**src/hdl/lbp_pkg.sv**
```systemverilog
// ----------------------------------------------------------------------------
// lbp_pkg: shared types, constants and code-mapping functions
// Register indexes, mapping modes, result item layout and the two
// pattern classifiers (uniform, minimal rotation).
// ----------------------------------------------------------------------------
package lbp_pkg;

  localparam int PIXEL_W = 8;
  localparam int POS_W   = 11;
  localparam int CFG_W   = 12;
  localparam int REG_IDX_W = 2;

  // configuration register indexes
  localparam logic [REG_IDX_W-1:0] REG_IMAGE_WIDTH      = 2'd0;
  localparam logic [REG_IDX_W-1:0] REG_IMAGE_HEIGHT     = 2'd1;
  localparam logic [REG_IDX_W-1:0] REG_MAPPING_MODE     = 2'd2;
  localparam logic [REG_IDX_W-1:0] REG_NEIGHBOUR_OFFSET = 2'd3;

  // mapping modes
  localparam logic [1:0] MODE_RAW     = 2'd0;
  localparam logic [1:0] MODE_UNIFORM = 2'd1;
  localparam logic [1:0] MODE_MINROT  = 2'd2;
  localparam logic [1:0] MODE_BOTH    = 2'd3;

  // reset values
  localparam logic [CFG_W-1:0]   RST_IMAGE_WIDTH  = 12'd640;
  localparam logic [CFG_W-1:0]   RST_IMAGE_HEIGHT = 12'd480;
  localparam logic [1:0]         RST_MAPPING_MODE = MODE_UNIFORM;
  localparam logic [PIXEL_W-1:0] RST_OFFSET       = 8'd0;

  localparam logic [CFG_W-1:0] MIN_DIM    = 12'd3;
  localparam logic [CFG_W-1:0] MAX_HEIGHT = 12'd2048;

  // output queue
  localparam int FIFO_DEPTH = 3;
  localparam int FIFO_PTR_W = 2;
  localparam int FIFO_CNT_W = 2;

  typedef struct packed {
    logic [PIXEL_W-1:0] pattern_code;
    logic [POS_W-1:0]   center_row;
    logic [POS_W-1:0]   center_col;
  } result_t;

  // at most two circular 0/1 transitions
  function automatic logic is_uniform(input logic [7:0] code);
    logic [7:0] hops;
    logic [3:0] n;
    hops = code ^ {code[0], code[7:1]};
    n = 4'd0;
    for (int k = 0; k < 8; k++) begin
      n = n + {3'd0, hops[k]};
    end
    return (n <= 4'd2);
  endfunction

  // code is not above any of its rotations
  function automatic logic is_min_rotation(input logic [7:0] code);
    logic [15:0] dbl;
    logic [7:0]  rot;
    logic        ok;
    dbl = {code, code};
    ok  = 1'b1;
    for (int s = 1; s < 8; s++) begin
      rot = dbl[s +: 8];
      if (rot < code) ok = 1'b0;
    end
    return ok;
  endfunction

  function automatic logic [7:0] map_code(input logic [7:0] code, input logic [1:0] mode);
    logic keep;
    case (mode)
      MODE_RAW:     keep = 1'b1;
      MODE_UNIFORM: keep = is_uniform(code);
      MODE_MINROT:  keep = is_min_rotation(code);
      MODE_BOTH:    keep = is_uniform(code) && is_min_rotation(code);
      default:      keep = 1'b0;
    endcase
    return keep ? code : 8'd0;
  endfunction

endpackage

```
**src/hdl/lbp_code_unit.sv**
```systemverilog
// ----------------------------------------------------------------------------
// lbp_code_unit: 3x3 window and pattern coder
// Holds the two previous window columns, forms the 8-bit pattern for
// the center and maps it by mode.
// ----------------------------------------------------------------------------
module lbp_code_unit
  import lbp_pkg::*;
#(
  parameter int CW = 11
) (
  input  logic               clk,
  input  logic               rst_n,
  input  logic               step,
  input  logic [PIXEL_W-1:0] top,
  input  logic [PIXEL_W-1:0] mid,
  input  logic [PIXEL_W-1:0] bot,
  input  logic [POS_W-1:0]   row,
  input  logic [CW-1:0]      col,
  input  logic [1:0]         mode,
  input  logic [PIXEL_W-1:0] offset,
  output logic               emit,
  output result_t            result
);

  localparam int PW = (CW > POS_W) ? CW : POS_W;

  // [0..2] column c-2 rows r-2..r, [3..5] column c-1
  logic [PIXEL_W-1:0] win_r [6];
  logic [PIXEL_W-1:0] center;
  logic [PIXEL_W-1:0] nb [8];
  logic [7:0]         code;
  logic [PW-1:0]      col_m1;

  always_ff @(posedge clk) begin
    if (!rst_n) begin
      for (int i = 0; i < 6; i++) begin
        win_r[i] <= '0;
      end
    end else if (step) begin
      win_r[0] <= win_r[3];
      win_r[1] <= win_r[4];
      win_r[2] <= win_r[5];
      win_r[3] <= top;
      win_r[4] <= mid;
      win_r[5] <= bot;
    end
  end

  // bit 0 left, then counter-clockwise from bottom-left to top-left
  always_comb begin
    center = win_r[4];
    nb[0] = win_r[1];
    nb[1] = win_r[2];
    nb[2] = win_r[5];
    nb[3] = bot;
    nb[4] = mid;
    nb[5] = top;
    nb[6] = win_r[3];
    nb[7] = win_r[0];
    for (int k = 0; k < 8; k++) begin
      code[k] = ((nb[k] - offset) >= center);
    end
  end

  assign emit   = step && (row >= POS_W'(2)) && (col >= CW'(2));
  assign col_m1 = PW'(col) - PW'(1);

  assign result.pattern_code = map_code(code, mode);
  assign result.center_row   = row - POS_W'(1);
  assign result.center_col   = col_m1[POS_W-1:0];

endmodule

```
**config.mk**
```make
export PLATFORM = sky130hd
export DESIGN_NAME = lbp_code_unit
export DESIGN_NICKNAME = d
export VERILOG_FILES = /design/src/hdl/lbp_pkg.sv /design/src/hdl/lbp_code_unit.sv
export SDC_FILE = /design/constraint.sdc
export NUM_CORES = 1
export LEC_CHECK = 0
export ABC_CLOCK_PERIOD_IN_PS = 8250
export BUFFER_PORTS_ARGS = -buffer_cell sky130_fd_sc_hd__buf_2
export CAP_MARGIN = 30
export CORE_ASPECT_RATIO = 0.75
export CORE_MARGIN = 4
export CORE_UTILIZATION = 50
export DETAILED_ROUTE_END_ITERATION = 8
export HOLD_SLACK_MARGIN = 0.08
export PLACE_DENSITY = 0.71
export SLEW_MARGIN = 0
export SYNTH_ARGS = -nofsm -noshare
export SYNTH_HDL_FRONTEND = slang
export SYNTH_SLANG_ARGS = --single-unit
```
**constraint.sdc**
```tcl
create_clock -name clk -period 8.25 [get_ports clk]
set_input_delay 0.4125 -clock clk [delete_from_list [all_inputs] [get_ports clk]]
set_output_delay 0.4125 -clock clk [all_outputs]
set_load 0.01 [all_outputs]
```
==> reports/metrics.cfg <==
[placed_design]
gp_congestion=0.931
dp_hpwl_mm=13.9
place_inst=1028
dp_slack_ps=561
portBuffers=89

[setup_path]
cp_top_family=adder cells
criticalPathCategory=reg2out
crit_path_max_incr_delay_ps=590
cp.required_ps=7840
slowest_stage=fa_1
crit_buf_inv=4
cp-end-kind=output pin
crit_path_max_fanout=11
r2r_slack_ps=7160
startpoint_type=flip-flop
crit_arrival_ps=7260

[clock_tree]
cts_sinks=48
htreeDepth=2
cts_tree=yes
clk_latency_ps=290
numCtsBuffers=5
cts_root_buf=clkbuf_16
hold_buffers=0
cts.path.max_buffers=2
clk_pin_slew_worst_paths_ps=70

[timing]
worst_pin_slew_ps=756
setup_slack_ps=582
max_slew_margin_pct=49.6
hold_viol_final=0
fin_crit_ps=7670
finalSetupViolCount=0
max_freq_mhz=130
skew_ps=5.20
grt_setup_unrepaired=no
setup_tns_ps=0
fin_crit_sh_pct=92.9
drv_slew=0

[grt]
overflow=0
grt_pass1_vias=5374
antenna_found_initial=1
grt_first_pass_wirelength_mm=28.0
track_usage_pct=22.5
grt_max_degree=51

[floorplanning]
die_width_um=145
rows=37
die-area_um2=16000
fp.dieH_um=110
io_pins=90
initial_core_util_pct=51.0
core_um2=13700

[detailed_routing]
drt-pass1-iter-count=5
drt_iter0_drc=360
wire_per_inst_um=17.3
ant_nets=0
num_vias=5834
drc=0
wl_mm=17.9
avgViaCountPerCell=5.64

[final_layout]
seq_area_um2=1440
post-route-util_pct=57.3
top_regs=win_r: 48 flops
drive_gt1_share_pct=14.3
n_fill_cell=1250
largest_reg_flops=48
fin_cells=1035
antenna_cells=0
max_flop_register=win_r
layout.nets=1109
area_growth_syn_to_layout_pct=12.3
multi_input_area_um2=5260

[synth]
synthesis.nets=1012
synthCells=763
synth_area_leaders=ha_1 32%, edfxtp_1 21%, xnor2_1 4.5%
synth_most_common_cell=ha_1
ys_ff_latch=48
yosys.cell_types.count=50
seq_area_frac_synth_pct=20.6
syn_area_um2=6990
synth_top_area_share_pct=31.9
yosysWarnings=0
synth_edf_count=48
ys_async_sr_fraction_pct=0
syn_avg_cell_area_um2=9.16
synth_top_flop_cell=edfxtp_1
synth.top_cells.by_count=178 x ha_1, 69 x inv_1, 52 x a21oi_1
synth_top_cell_by_area=ha_1

[pwr]
ir_worst_vdd_mv=0.238
power_density_nw_per_um2=239
p_total_w=0.00188
leakagePower_nw=3.94

[run_status]
status=finished, final reports clean

[flow_run]
max_cap_viol_count=0

[min_path]
hold_path.class=in2reg

==> area by class of cell <==
class	instances	area share, %
Inverter	69	3.30
Clock buffer	5	1.59
Sequential cell	48	18.4
Tap cell	175	2.79
Clock inverter	2	0.159
Timing Repair Buffer	101	6.82
Multi-Input combinational cell	635	67.0
==> timing repair <==
item                                    4_1_cts  5_1_grt
endpoints found under the setup margin        0        8
buffers inserted                              0        0
gates resized for setup                       0        2
==> layer usage <==
metal	routed length, µm	global-route usage (%)	share of wire, %	vias up
met5	12	0	0.067	-
met4	180	3.79	1.0	2
met3	1170	3.41	6.5	13
met2	7620	34.8	43	178
met1	8910	33.9	50	2684
li1	-	-	-	2957
==> final timing paths <==
check | startpoint | to | cells past startpoint
max | win_r[0][41]$_SDFFCE_PN0P_ | result[22] | 28
min | mid[0] | win_r[0][32]$_SDFFCE_PN0P_ | 2
max reg2reg | win_r[0][32]$_SDFFCE_PN0P_ | win_r[0][8]$_SDFFCE_PN0P_ | 1
min reg2reg | win_r[0][39]$_SDFFCE_PN0P_ | win_r[0][15]$_SDFFCE_PN0P_ | 1
==> cells in the final DEF (no fill, tap or decap), drive strengths merged, types with 2 or more instances in the layout <==
master / Yosys / layout
nor3: 23 / 23
nor2: 33 / 33
o21bai: 9 / 9
xor2: 28 / 28
xnor2: 36 / 36
o311ai: 3 / 3
or2: 6 / 6
o31ai: 3 / 3
nand3: 8 / 8
a21o: 12 / 12
fa: 12 / 12
a2111oi: 4 / 4
or3: 5 / 5
edfxtp: 48 / 48
nor4: 5 / 5
o21a: 6 / 6
clkinv: 0 / 2
a21boi: 8 / 8
ha: 178 / 178
clkbuf: 11 / 5
inv: 69 / 69
o21ai: 37 / 37
and3: 49 / 49
nor2b: 25 / 25
nand4: 4 / 4
nand2b: 11 / 11
a211oi: 2 / 2
a21oi: 52 / 52
a31oi: 8 / 8
a211o: 2 / 2
o211ai: 8 / 8
nand2: 44 / 44
buf: 0 / 101
==> report_power, final <==
group	switching (W)	internal, W
Combinational	0.000777	0.000602
Clock	0.0000878	0.000110
Sequential	0.0000118	0.000288
==> logic make-up after synthesis <==
family,after synthesis,synth area share [%]
XOR/XNOR,64,8.02
buffers and inverters,80,4.30
adder cells (fa/ha/maj),190,35.3
flip-flops,48,20.6
AND/OR/NAND/NOR,219,16.7
AO/OA/AOI/OAI,162,15.0
==> metrics by stage <==
step	hold slack [ps]	instance area, µm²
2_1_floorplan	548	6990
3_3_place_gp	555	7710
3_5_place_dp	557	7710
4_1_cts	453	7850
5_1_grt	452	7850
6_report	455	7850
(Power assumes the default switching activity.)
