===== src/hdl/lbp_pkg.sv =====
// ----------------------------------------------------------------------------
// lbp_pkg: shared types, constants and code-mapping functions
// Register indexes, mapping modes, result item layout and the two
// pattern classifiers (uniform, minimal rotation).
// ----------------------------------------------------------------------------
package lbp_pkg;

  localparam int PIXEL_W = 8;
  localparam int POS_W   = 11;
  localparam int CFG_W   = 12;
  localparam int REG_IDX_W = 2;

  // configuration register indexes
  localparam logic [REG_IDX_W-1:0] REG_IMAGE_WIDTH      = 2'd0;
  localparam logic [REG_IDX_W-1:0] REG_IMAGE_HEIGHT     = 2'd1;
  localparam logic [REG_IDX_W-1:0] REG_MAPPING_MODE     = 2'd2;
  localparam logic [REG_IDX_W-1:0] REG_NEIGHBOUR_OFFSET = 2'd3;

  // mapping modes
  localparam logic [1:0] MODE_RAW     = 2'd0;
  localparam logic [1:0] MODE_UNIFORM = 2'd1;
  localparam logic [1:0] MODE_MINROT  = 2'd2;
  localparam logic [1:0] MODE_BOTH    = 2'd3;

  // reset values
  localparam logic [CFG_W-1:0]   RST_IMAGE_WIDTH  = 12'd640;
  localparam logic [CFG_W-1:0]   RST_IMAGE_HEIGHT = 12'd480;
  localparam logic [1:0]         RST_MAPPING_MODE = MODE_UNIFORM;
  localparam logic [PIXEL_W-1:0] RST_OFFSET       = 8'd0;

  localparam logic [CFG_W-1:0] MIN_DIM    = 12'd3;
  localparam logic [CFG_W-1:0] MAX_HEIGHT = 12'd2048;

  // output queue
  localparam int FIFO_DEPTH = 3;
  localparam int FIFO_PTR_W = 2;
  localparam int FIFO_CNT_W = 2;

  typedef struct packed {
    logic [PIXEL_W-1:0] pattern_code;
    logic [POS_W-1:0]   center_row;
    logic [POS_W-1:0]   center_col;
  } result_t;

  // at most two circular 0/1 transitions
  function automatic logic is_uniform(input logic [7:0] code);
    logic [7:0] hops;
    logic [3:0] n;
    hops = code ^ {code[0], code[7:1]};
    n = 4'd0;
    for (int k = 0; k < 8; k++) begin
      n = n + {3'd0, hops[k]};
    end
    return (n <= 4'd2);
  endfunction

  // code is not above any of its rotations
  function automatic logic is_min_rotation(input logic [7:0] code);
    logic [15:0] dbl;
    logic [7:0]  rot;
    logic        ok;
    dbl = {code, code};
    ok  = 1'b1;
    for (int s = 1; s < 8; s++) begin
      rot = dbl[s +: 8];
      if (rot < code) ok = 1'b0;
    end
    return ok;
  endfunction

  function automatic logic [7:0] map_code(input logic [7:0] code, input logic [1:0] mode);
    logic keep;
    case (mode)
      MODE_RAW:     keep = 1'b1;
      MODE_UNIFORM: keep = is_uniform(code);
      MODE_MINROT:  keep = is_min_rotation(code);
      MODE_BOTH:    keep = is_uniform(code) && is_min_rotation(code);
      default:      keep = 1'b0;
    endcase
    return keep ? code : 8'd0;
  endfunction

endpackage


===== src/hdl/lbp_out_fifo.sv =====
// ----------------------------------------------------------------------------
// lbp_out_fifo: result item queue
// Small register queue between the coder and the output channel.
// ----------------------------------------------------------------------------
module lbp_out_fifo
  import lbp_pkg::*;
(
  input  logic                  clk,
  input  logic                  rst_n,
  input  logic                  push,
  input  result_t               push_data,
  input  logic                  pop,
  output logic                  not_empty,
  output result_t               head,
  output logic [FIFO_CNT_W-1:0] count
);

  result_t               q_r [FIFO_DEPTH];
  logic [FIFO_PTR_W-1:0] wr_ptr_r, wr_ptr_nxt;
  logic [FIFO_PTR_W-1:0] rd_ptr_r, rd_ptr_nxt;
  logic [FIFO_CNT_W-1:0] cnt_r, cnt_nxt;

  function automatic logic [FIFO_PTR_W-1:0] ptr_inc(input logic [FIFO_PTR_W-1:0] p);
    return (p == FIFO_PTR_W'(FIFO_DEPTH - 1)) ? '0 : p + FIFO_PTR_W'(1);
  endfunction

  always_comb begin
    wr_ptr_nxt = push ? ptr_inc(wr_ptr_r) : wr_ptr_r;
    rd_ptr_nxt = pop  ? ptr_inc(rd_ptr_r) : rd_ptr_r;
    cnt_nxt    = cnt_r + FIFO_CNT_W'(push) - FIFO_CNT_W'(pop);
  end

  always_ff @(posedge clk) begin
    if (!rst_n) begin
      wr_ptr_r <= '0;
      rd_ptr_r <= '0;
      cnt_r    <= '0;
    end else begin
      wr_ptr_r <= wr_ptr_nxt;
      rd_ptr_r <= rd_ptr_nxt;
      cnt_r    <= cnt_nxt;
    end
  end

  always_ff @(posedge clk) begin
    if (push) begin
      q_r[wr_ptr_r] <= push_data;
    end
  end

  assign not_empty = (cnt_r != '0);
  assign head      = q_r[rd_ptr_r];
  assign count     = cnt_r;

endmodule


===== config.mk =====
export PLATFORM = sky130hd
export DESIGN_NAME = lbp_out_fifo
export DESIGN_NICKNAME = d
export VERILOG_FILES = /design/src/hdl/lbp_pkg.sv /design/src/hdl/lbp_out_fifo.sv
export SDC_FILE = /design/constraint.sdc
export NUM_CORES = 1
export LEC_CHECK = 0
export ABC_AREA = 1
export BUFFER_PORTS_ARGS = -buffer_cell sky130_fd_sc_hd__buf_2
export CAP_MARGIN = 40
export CORE_MARGIN = 10
export CORE_UTILIZATION = 45
export CTS_CLUSTER_SIZE = 20
export DETAILED_ROUTE_END_ITERATION = 10
export GPL_TIMING_DRIVEN = 0
export PLACE_DENSITY = 0.77
export SLEW_MARGIN = 20
export SYNTH_ARGS = -nofsm -noshare
export SYNTH_HDL_FRONTEND = slang
export SYNTH_SLANG_ARGS = --single-unit

===== constraint.sdc =====
create_clock -name clk -period 5 [get_ports clk]
set_clock_uncertainty 0.05 [all_clocks]
set_input_delay 0.5 -clock clk [delete_from_list [all_inputs] [get_ports clk]]
set_output_delay 0.5 -clock clk [all_outputs]
set_load 0.1 [all_outputs]

==> results.yml, run 1 <==
outcome:
  status: "completed"
route:
  ant_nets: 0
  drt_iter0_markers: 57
  avgViaCountPerCell: 4.923
  drc: 0
  vias: 2245
  avgRoutedWirePerCell_um: 15.91
  drtPass1Iterations: 4
  wirelength_um: 7254
floorplan:
  num_rows: 33
  start_util: 0.4585
  io-pin-count: 67
  die_w_um: 111.3
  die_h_um: 111.3
  dieArea_sq_um: 12380
  coreArea_sq_um: 8175
synthesis:
  ys_seq_area_frac: 0.7637
  yosysTopAreaCell: "edfxtp_1"
  mappedNetlistArea_sq_um: 3749
  yosys_warnings: 0
  yosysUniqueCellTypes: 15
  synth_cells: 266
  synthesis.nets: 302
  avgSynthCellArea_sq_um: 14.09
  ys_ff_latch: 98
  synth.area.top_cells: "edfxtp_1 72%, a21oi_2 5.8%, a21oi_1 5.2%, dfxtp_1 4.3%, nand2_1 4.0%"
  synth_top_area_frac: 0.7210
setup_path:
  path_max_fanout: 10
  endpoint_kind: "primary output"
  critical_path_arrival_ns: 1.67
  worstPathRequired_ns: 4.45
  r2r_start: "wr_ptr_r[1]"
  path_class: "reg -> out"
  cp-start-kind: "flip-flop"
placement:
  routabilityCongestion: 0.7408
  pre_cts_ws_ns: 3.016
  dpl.hpwl_um: 4849
  io_buffers: 66
worst_hold_path:
  holdCritPathClass: "in -> reg"
  worst_hold_startpoint: "push_data[29]"
clock_network:
  cts_tree: "yes"
  hold_buffers: 0
  cts_sinks: 98
  clk_pin_slew_worst_paths_ns: 0.09
  htree_levels: 3
  cts_inserted_buffers: 9
  insertion_delay_ns: 0.35
  cts_resized: 0
  cts-root-buf: "clkbuf_8"
  post_cts_buffers: 0
  clock_path_buffers: 2
sta:
  rsz0062_at_grt: "no"
  tightest_slew_ns: 0.7268
  fin_crit_ns: 2.217
  slew_violations: 0
  timing.fmax_mhz: 451.0
  period_share: 0.4434
  tns_ns: 0
  finalSetupViolations: 0
  hold_viol: 0
  fin_ws_ns: 2.783
  slew_headroom: 0.5147
grt:
  grt_pass1_vias: 2357
  grt_pass1_wl_um: 11510
  grt_use_total: 0.1154
  grt_start_max_net_pins: 31
  antenna_found_initial: 0
  overflow: 0
finish:
  layout.nets: 382
  syn2layout_area_growth_pct: 17.56
  fill_cells: 726
  num_antenna_cells: 0
  drive_gt1_frac: 0.3618
pwr:
  intPower_mw: 1.213
  p_seq_frac: 0.487
  switching_share: 0.3763
  p_comb_frac: 0.289
  leakagePower_nw: 1.683
  p_sw_uw: 732.1
  clockPowerShare: 0.223
  ir_worst_vdd_mv: 0.2579
  power_mw: 1.945
  p_per_area_nw_per_um2: 441.5
job:
  cap_violations: 0
critical path: stages, from the launching register on:
cell	delay [ns]
dfxtp_1	0.37
inv_2	0.11
buf_6	0.15
nand2_1	0.06
a21oi_1	0.17
buf_2	0.45
stage by stage:
stage	utilization	hold WS, ns	area [sq um]	instances
after global placement	0.5150	0.4108	4210	437
after CTS	0.5390	0.2821	4407	456
final	0.5390	0.2970	4407	456
after detailed placement	0.5184	0.4239	4238	440
after global routing	0.5390	0.2808	4407	456
after floorplan	-	0.4033	3749	266
placed cells by master, fill, tap and decap left out, drive strengths merged:
| cell | n |
|---|---|
| a21oi | 64 |
| buf | 80 |
| clkbuf | 10 |
| clkinv | 5 |
| clkinvlp | 1 |
| dfxtp | 8 |
| edfxtp | 90 |
| ha | 2 |
| inv | 13 |
| nand2 | 40 |
| nand3 | 2 |
| nor2 | 34 |
| nor3 | 1 |
| xnor2 | 1 |
per-layer routing:
layer  vias to the layer above  GRT usage  wire, um
met1                      1087     0.1201      2873
met2                        46     0.2181      4004
met5                         -          0         0
met4                         0    0.03342        71
met3                         8    0.03247       304
li1                       1104          -         -
cell usage after synthesis:
| library cell | count |
|---|---|
| edfxtp_1 | 90 |
| nand2_1 | 40 |
| a21oi_1 | 39 |
| nor2_1 | 34 |
| a21oi_2 | 25 |
| inv_1 | 10 |
| dfxtp_1 | 8 |
| buf_6 | 6 |
| buf_2 | 5 |
| ha_1 | 2 |
| inv_2 | 2 |
| nand3_1 | 2 |
| clkbuf_4 | 1 |
| nor3_1 | 1 |
| xnor2_1 | 1 |
sequential cells by signal (all words and copies together) (netlist names), named ones only:
name	cells
count	2
q_r	90
wr_ptr_r	2
rd_ptr_r	2
power groups by stage:
stage | sequential [mW] | clock (mW) | combinational, mW
final | 0.948 | 0.435 | 0.563
after detailed placement | 0.967 | 0 | 0.571
after CTS | 0.949 | 0.446 | 0.571
after floorplan | 0.984 | 0 | 0.450
after global routing | 0.952 | 0.476 | 0.593
after global placement | 0.966 | 0 | 0.563
layout make-up:
type / count / area [sq um] / area share
Clock buffer: 9 / 123.9 / 0.02811
Multi-Input combinational cell: 144 / 745.7 / 0.1692
Buffer: 12 / 100.1 / 0.02271
Clock inverter: 7 / 45.04 / 0.01022
Inverter: 12 / 45.04 / 0.01022
Sequential cell: 98 / 2863 / 0.6496
Tap cell: 105 / 131.4 / 0.02981
Timing Repair Buffer: 69 / 352.8 / 0.08007
logic make-up (layout without fill, tap and decap cells):
kind of cell	after synthesis	count (layout)	share of synthesized area
flip-flops	98	98	0.7637
buffers and inverters	24	109	0.03872
adder cells (fa/ha/maj)	2	2	0.006675
AO/OA/AOI/OAI	64	64	0.1105
XOR/XNOR	1	1	0.002337
AND/OR/NAND/NOR	77	77	0.07810
path summary, 6_finish.rpt:
check | to | slack [ns] | cells after the start
min reg2reg | wr_ptr_r[1] | 0.44 | 2
max | head[25] | 2.78 | 5
max reg2reg | q_r[2][2] | 3.30 | 4
min | q_r[1][29] | 0.30 | 1
(Power assumes the default switching activity.)
==> run 2: changes to the inputs <==
--- a/config.mk
+++ b/config.mk
@@ -13,7 +13,7 @@
 export CTS_CLUSTER_SIZE = 20
 export DETAILED_ROUTE_END_ITERATION = 10
 export GPL_TIMING_DRIVEN = 0
-export PLACE_DENSITY = 0.77
+export PLACE_DENSITY = 0.79
 export SLEW_MARGIN = 20
 export SYNTH_ARGS = -nofsm -noshare
 export SYNTH_HDL_FRONTEND = slang
==> constraint.sdc (replaced) <==
create_clock -name clk -period 1.95 [get_ports clk]
set_clock_uncertainty 0.05 [all_clocks]
set_input_delay 0.195 -clock clk [delete_from_list [all_inputs] [get_ports clk]]
set_output_delay 0.195 -clock clk [all_outputs]
set_load 0.1 [all_outputs]
==> run 2 against run 1 <==
Effect of this change: combinational power increased to 2.8 times the previous value; worst hold slack got worse by 0.29 ns; flip-flop and latch count unchanged; setup slack worse by 2.7 ns; critical path depth did not move; register-to-register slack worse by 2.9 ns; total power grew to 2.8 times the previous value; die area did not move; clock-buffer cell count grew 3; first-iteration DRC count is 79% higher; utilization is 5.3 points higher; global-route usage rose by 1.5 points; critical path type unchanged; largest cell class unchanged; largest power group unchanged; highest routed layer unchanged.
==> results.yml, run 2 (same netlist as run 1, synthesis figures left out) <==
sta:
  rsz0062_at_grt: "no"
  timing.fmax_mhz: 536.8
  tightest_slew_ns: 0.7306
  tns_ns: 0
  fin_crit_ns: 1.863
  period_share: 0.9554
  hold_viol: 0
  slew_headroom: 0.5123
  fin_ws_ns: 0.08702
  slew_violations: 0
  finalSetupViolations: 0
grt:
  grt_use_total: 0.1302
  overflow: 0
  grt.met2_usage: 0.2313
  grt_pass1_vias: 2552
  antenna_found_initial: 0
  top_usage_layer: "met2"
  grt_start_max_net_pins: 31
  grt_pass1_wl_um: 12920
  use_met1: 0.1467
  grtUsageMet3: 0.04167
floorplan:
  coreArea_sq_um: 8175
  die_h_um: 111.3
  io-pin-count: 67
  dieArea_sq_um: 12380
  start_util: 0.4585
  num_rows: 33
  die_w_um: 111.3
pwr:
  leakagePower_nw: 1.837
  ir_worst_vdd_mv: 0.5820
  p_per_area_nw_per_um2: 1108
finish:
  layout.nets: 410
  ff_latch_area_sq_um: 2864
  fin_cells: 484
  num_antenna_cells: 0
  fill_cells: 644
  drive_gt1_frac: 0.3404
  multiInputGateArea_sq_um: 773.2
  fin_util: 0.5918
  post-route-cell-area_sq_um: 4838
  layout_common_cells: "90 x edfxtp_1, 43 x buf_2, 39 x nand2_1"
  syn2layout_area_growth_pct: 29.07
  largest-register: "q_r"
  largest_reg_flops: 90
  layout_commonest_cell: "edfxtp_1"
placement:
  pre_cts_ws_ns: 0.3614
  dp_cells: 439
  io_buffers: 66
  dpl.hpwl_um: 5128
  dpl_cell_area_sq_um: 4274
  routabilityCongestion: 0.6991
route:
  drt_iter0_markers: 102
  vias: 2417
  drtPass1Iterations: 4
  avgRoutedWirePerCell_um: 16.86
  wirelength_um: 8160
  avgViaCountPerCell: 4.994
  ant_nets: 0
  drc: 0
job:
  cap_violations: 0
worst_hold_path:
  holdCritPathClass: "in -> reg"
setup_path:
  path_max_fanout: 10
  critical_path.top_delay_family: "buffers and inverters"
  path_class: "reg -> out"
  crit_path_cell_trace: "inv_2 > buf_6 > nand2_1 > a21oi_2 > buf_2"
  cp-start-kind: "flip-flop"
  critical_path_arrival_ns: 1.62
  critPathBufInv: 3
  worstPathRequired_ns: 1.70
  endpoint_kind: "primary output"
  slowest_stage: "buf_2"
  slowest_delay_ns: 0.43
clock_network:
  clk_pin_slew_worst_paths_ns: 0.08
  htree_levels: 3
  cts_tree: "yes"
  cts_sinks: 98
  post_cts_buffers: 0
  cts_inserted_buffers: 9
  clock_path_buffers: 2
  insertion_delay_ns: 0.35
  cts-root-buf: "clkbuf_8"
outcome:
  status: "completed"
run 2: changes by cell type in the layout (fill, tap and decap cells not counted), moves of 3 or more:
cell / previous run / this run
a21oi_1: 39 / 34
a21oi_2: 25 / 30
buf_2: 71 / 43
clkbuf_1: 0 / 3
clkbuf_4: 1 / 28
clkinv_2: 4 / 1
dlygate4sd3_1: 0 / 29
run 2: power breakdown:
| part | total [mW] | switching (mW) | internal, mW |
|---|---|---|---|
| combinational | 1.57 | 1.22 | 0.342 |
| sequential | 2.43 | 0.0330 | 2.40 |
| clock | 1.36 | 0.642 | 0.719 |
| total | 5.36 | 1.90 | 3.46 |
run 2: layout make-up:
cell class,instances,share of cell area
timing repair buffer,97,0.1490
clock buffer,12,0.02793
multi-input combinational,144,0.1598
sequential,98,0.5919
inverter,12,0.009310
tap,105,0.02715
clock inverter,4,0.01422
buffer,12,0.02069
run 2: path summary, 6_finish.rpt:
path	slack [ns]	start	cells after the start	endpoint
worst max-delay path	0.09	flip-flop	5	head[22]
worst min-delay path	0.005	push_data[2]	1	q_r[0][2]
worst max register to register	0.36	wr_ptr_r[1]	3	q_r[2][6]
worst min register to register	0.47	wr_ptr_r[1]	2	wr_ptr_r[1]
run 2: timing repair:
action                                  CTS  global route
resized for setup                         1            27
hold buffers                             29             0
endpoints found under the hold margin    87             0
endpoints found under the setup margin    1            27
run 2: worst register-to-register path, delay by kind of cell (launching register included):
kind | cells | cell delay (ns)
DFF | 1 | 0.38
and+or+nand+nor | 1 | 0.53
buffers and inverters | 2 | 0.35
run 2: per-layer routing:
metal,vias to the layer above,share of wire
met5,-,0
met4,0,0.0077
met3,5,0.053
met2,62,0.52
met1,1188,0.42
li1,1162,-
run 2: through the flow:
stage	power [mW]	hold slack (ns)
floorplan	3.691	0.2384
global placement	3.937	0.3444
detailed placement	3.964	0.3525
CTS	5.355	0.001219
global route	5.570	0.0007140
finish	5.361	0.005218
==> run 3: changes to the inputs <==
--- a/config.mk
+++ b/config.mk
@@ -13,7 +13,7 @@
 export CTS_CLUSTER_SIZE = 20
 export DETAILED_ROUTE_END_ITERATION = 10
 export GPL_TIMING_DRIVEN = 0
-export PLACE_DENSITY = 0.79
+export PLACE_DENSITY = 0.67
 export SLEW_MARGIN = 20
 export SYNTH_ARGS = -nofsm -noshare
 export SYNTH_HDL_FRONTEND = slang
==> run 3 against run 2 <==
Effect of this change: sequential power barely moved; combinational power barely moved; fmax rose by 2.6%; first-iteration DRC count fell by 25%; setup slack improved by 0.048 ns; cell area fell by 0.31%; die area did not move; final cell count rose by 0.21%; clock-buffer cell count did not move; clock power fell by 15%; critical endpoint is now head[16]; largest power group unchanged.
==> results.yml, run 3 (same netlist as run 1, synthesis figures left out) <==
finish:
  layout_commonest_cell: "edfxtp_1"
  largest-register: "q_r"
  layout.nets: 411
  drive_gt1_frac: 0.3447
  layout_common_cells: "90 x edfxtp_1, 41 x buf_2, 39 x nand2_1"
  syn2layout_area_growth_pct: 28.67
  fin_util: 0.5900
  num_antenna_cells: 0
  largest_reg_flops: 90
sta:
  rsz0062_at_grt: "no"
  hold_viol: 0
  fin_crit_ns: 1.815
  slew_violations: 0
  period_share: 0.9307
  slew_headroom: 0.5204
  tns_ns: 0
  timing.fmax_mhz: 551.0
  fin_ws_ns: 0.1351
  tightest_slew_ns: 0.7183
  finalSetupViolations: 0
route:
  drtPass1Iterations: 4
  vias: 2373
  avgViaCountPerCell: 4.893
  avgRoutedWirePerCell_um: 15.91
  wirelength_um: 7716
  ant_nets: 0
  drt_iter0_markers: 77
  drc: 0
pwr:
  leakagePower_nw: 1.823
  power_mw: 5.150
  ir_worst_vdd_mv: 0.4819
  p_per_area_nw_per_um2: 1068
grt:
  overflow: 0
  grt_pass1_wl_um: 12300
  grt_start_max_net_pins: 31
  grt_use_total: 0.1250
  antenna_found_initial: 0
  grt_pass1_vias: 2497
floorplan:
  start_util: 0.4585
  io-pin-count: 67
  die_w_um: 111.3
  coreArea_sq_um: 8175
  dieArea_sq_um: 12380
  num_rows: 33
  die_h_um: 111.3
setup_path:
  r2r_start: "wr_ptr_r[1]"
  cp-start-kind: "flip-flop"
  endpoint_kind: "primary output"
  crit_path_cell_trace: "buf_2 > a21oi_1 > a21oi_2 > clkbuf_4"
  path_class: "reg -> out"
  slowest_stage: "dfxtp_1"
  critical_path_arrival_ns: 1.57
  worstPathRequired_ns: 1.70
  critPathBufInv: 2
  critical_path.top_delay_family: "buffers and inverters"
  path_max_fanout: 10
  slowest_delay_ns: 0.39
clock_network:
  cts_tree: "yes"
  post_cts_buffers: 0
  clock_path_buffers: 2
  cts_sinks: 98
  cts-root-buf: "clkbuf_8"
  insertion_delay_ns: 0.35
  cts_inserted_buffers: 9
  clk_pin_slew_worst_paths_ns: 0.09
  htree_levels: 3
placement:
  io_buffers: 66
  dpl.hpwl_um: 5002
  routabilityCongestion: 0.6947
  pre_cts_ws_ns: 0.3874
worst_hold_path:
  holdCritPathClass: "in -> reg"
  worst_hold_startpoint: "rst_n"
job:
  cap_violations: 0
outcome:
  status: "completed"
==> run 3: changes by cell type in the layout (fill, tap and decap cells not counted), sizes merged <==
cell,delta
clkbuf,+2
buf,-2
dlygate4sd3,+1
bufinv,-2
clkinvlp,+2
==> run 3: layout make-up <==
cell class,instances,area [sq um]
Clock inverter,4,28.78
Inverter,12,45.04
Timing Repair Buffer,98,735.7
Buffer,12,100.1
Multi-Input combinational cell,144,773.2
Clock buffer,12,145.1
Sequential cell,98,2864
Fill cell,662,3352
Tap cell,105,131.4
==> run 3: worst paths after layout <==
check                     end  slack (ns)  depth (start not counted)
hold reg to reg   wr_ptr_r[1]        0.46                          2
hold / removal       count[0]        0.04                          3
setup / recovery     head[16]        0.14                          4
setup reg to reg   q_r[1][13]        0.42                          3
==> run 3: through the flow <==
step | std cells | area (sq um) | hold WS [ns]
global route | 485 | 4823 | 0.03216
floorplan | 266 | 3782 | 0.2384
CTS | 484 | 4741 | 0.001837
global placement | 437 | 4244 | 0.3445
detailed placement | 439 | 4274 | 0.3483
finish | 485 | 4823 | 0.03936
==> run 3: what timing repair did <==
| item | CTS | global route |
|---|---|---|
| endpoints found under the hold margin | 85 | 1 |
| hold buffers | 29 | 1 |
| setup endpoints to repair | 1 | 29 |
| gates resized for setup | 1 | 29 |
==> run 3: per-layer routing <==
metal / wire length, um / up-vias / GRT usage / part of all wire
met3: 438 / 9 / 0.03788 / 0.057
met4: 88 / 0 / 0.05656 / 0.011
li1: - / 1163 / - / -
met1: 3227 / 1146 / 0.1386 / 0.42
met2: 3961 / 55 / 0.2149 / 0.51
met5: 0 / - / 0 / 0
==> run 3: where the power goes <==
group	switching [mW]	total (mW)	internal (mW)
Clock	0.653	1.15	0.500
Sequential	0.0328	2.43	2.40
Combinational	1.22	1.56	0.346
Total	1.90	5.15	3.25
==> run 3: tightest hold or removal path, stage by stage <==
cell	delay [ns]
buf_2	0.12
nand2_1	0.06
inv_1	0.04
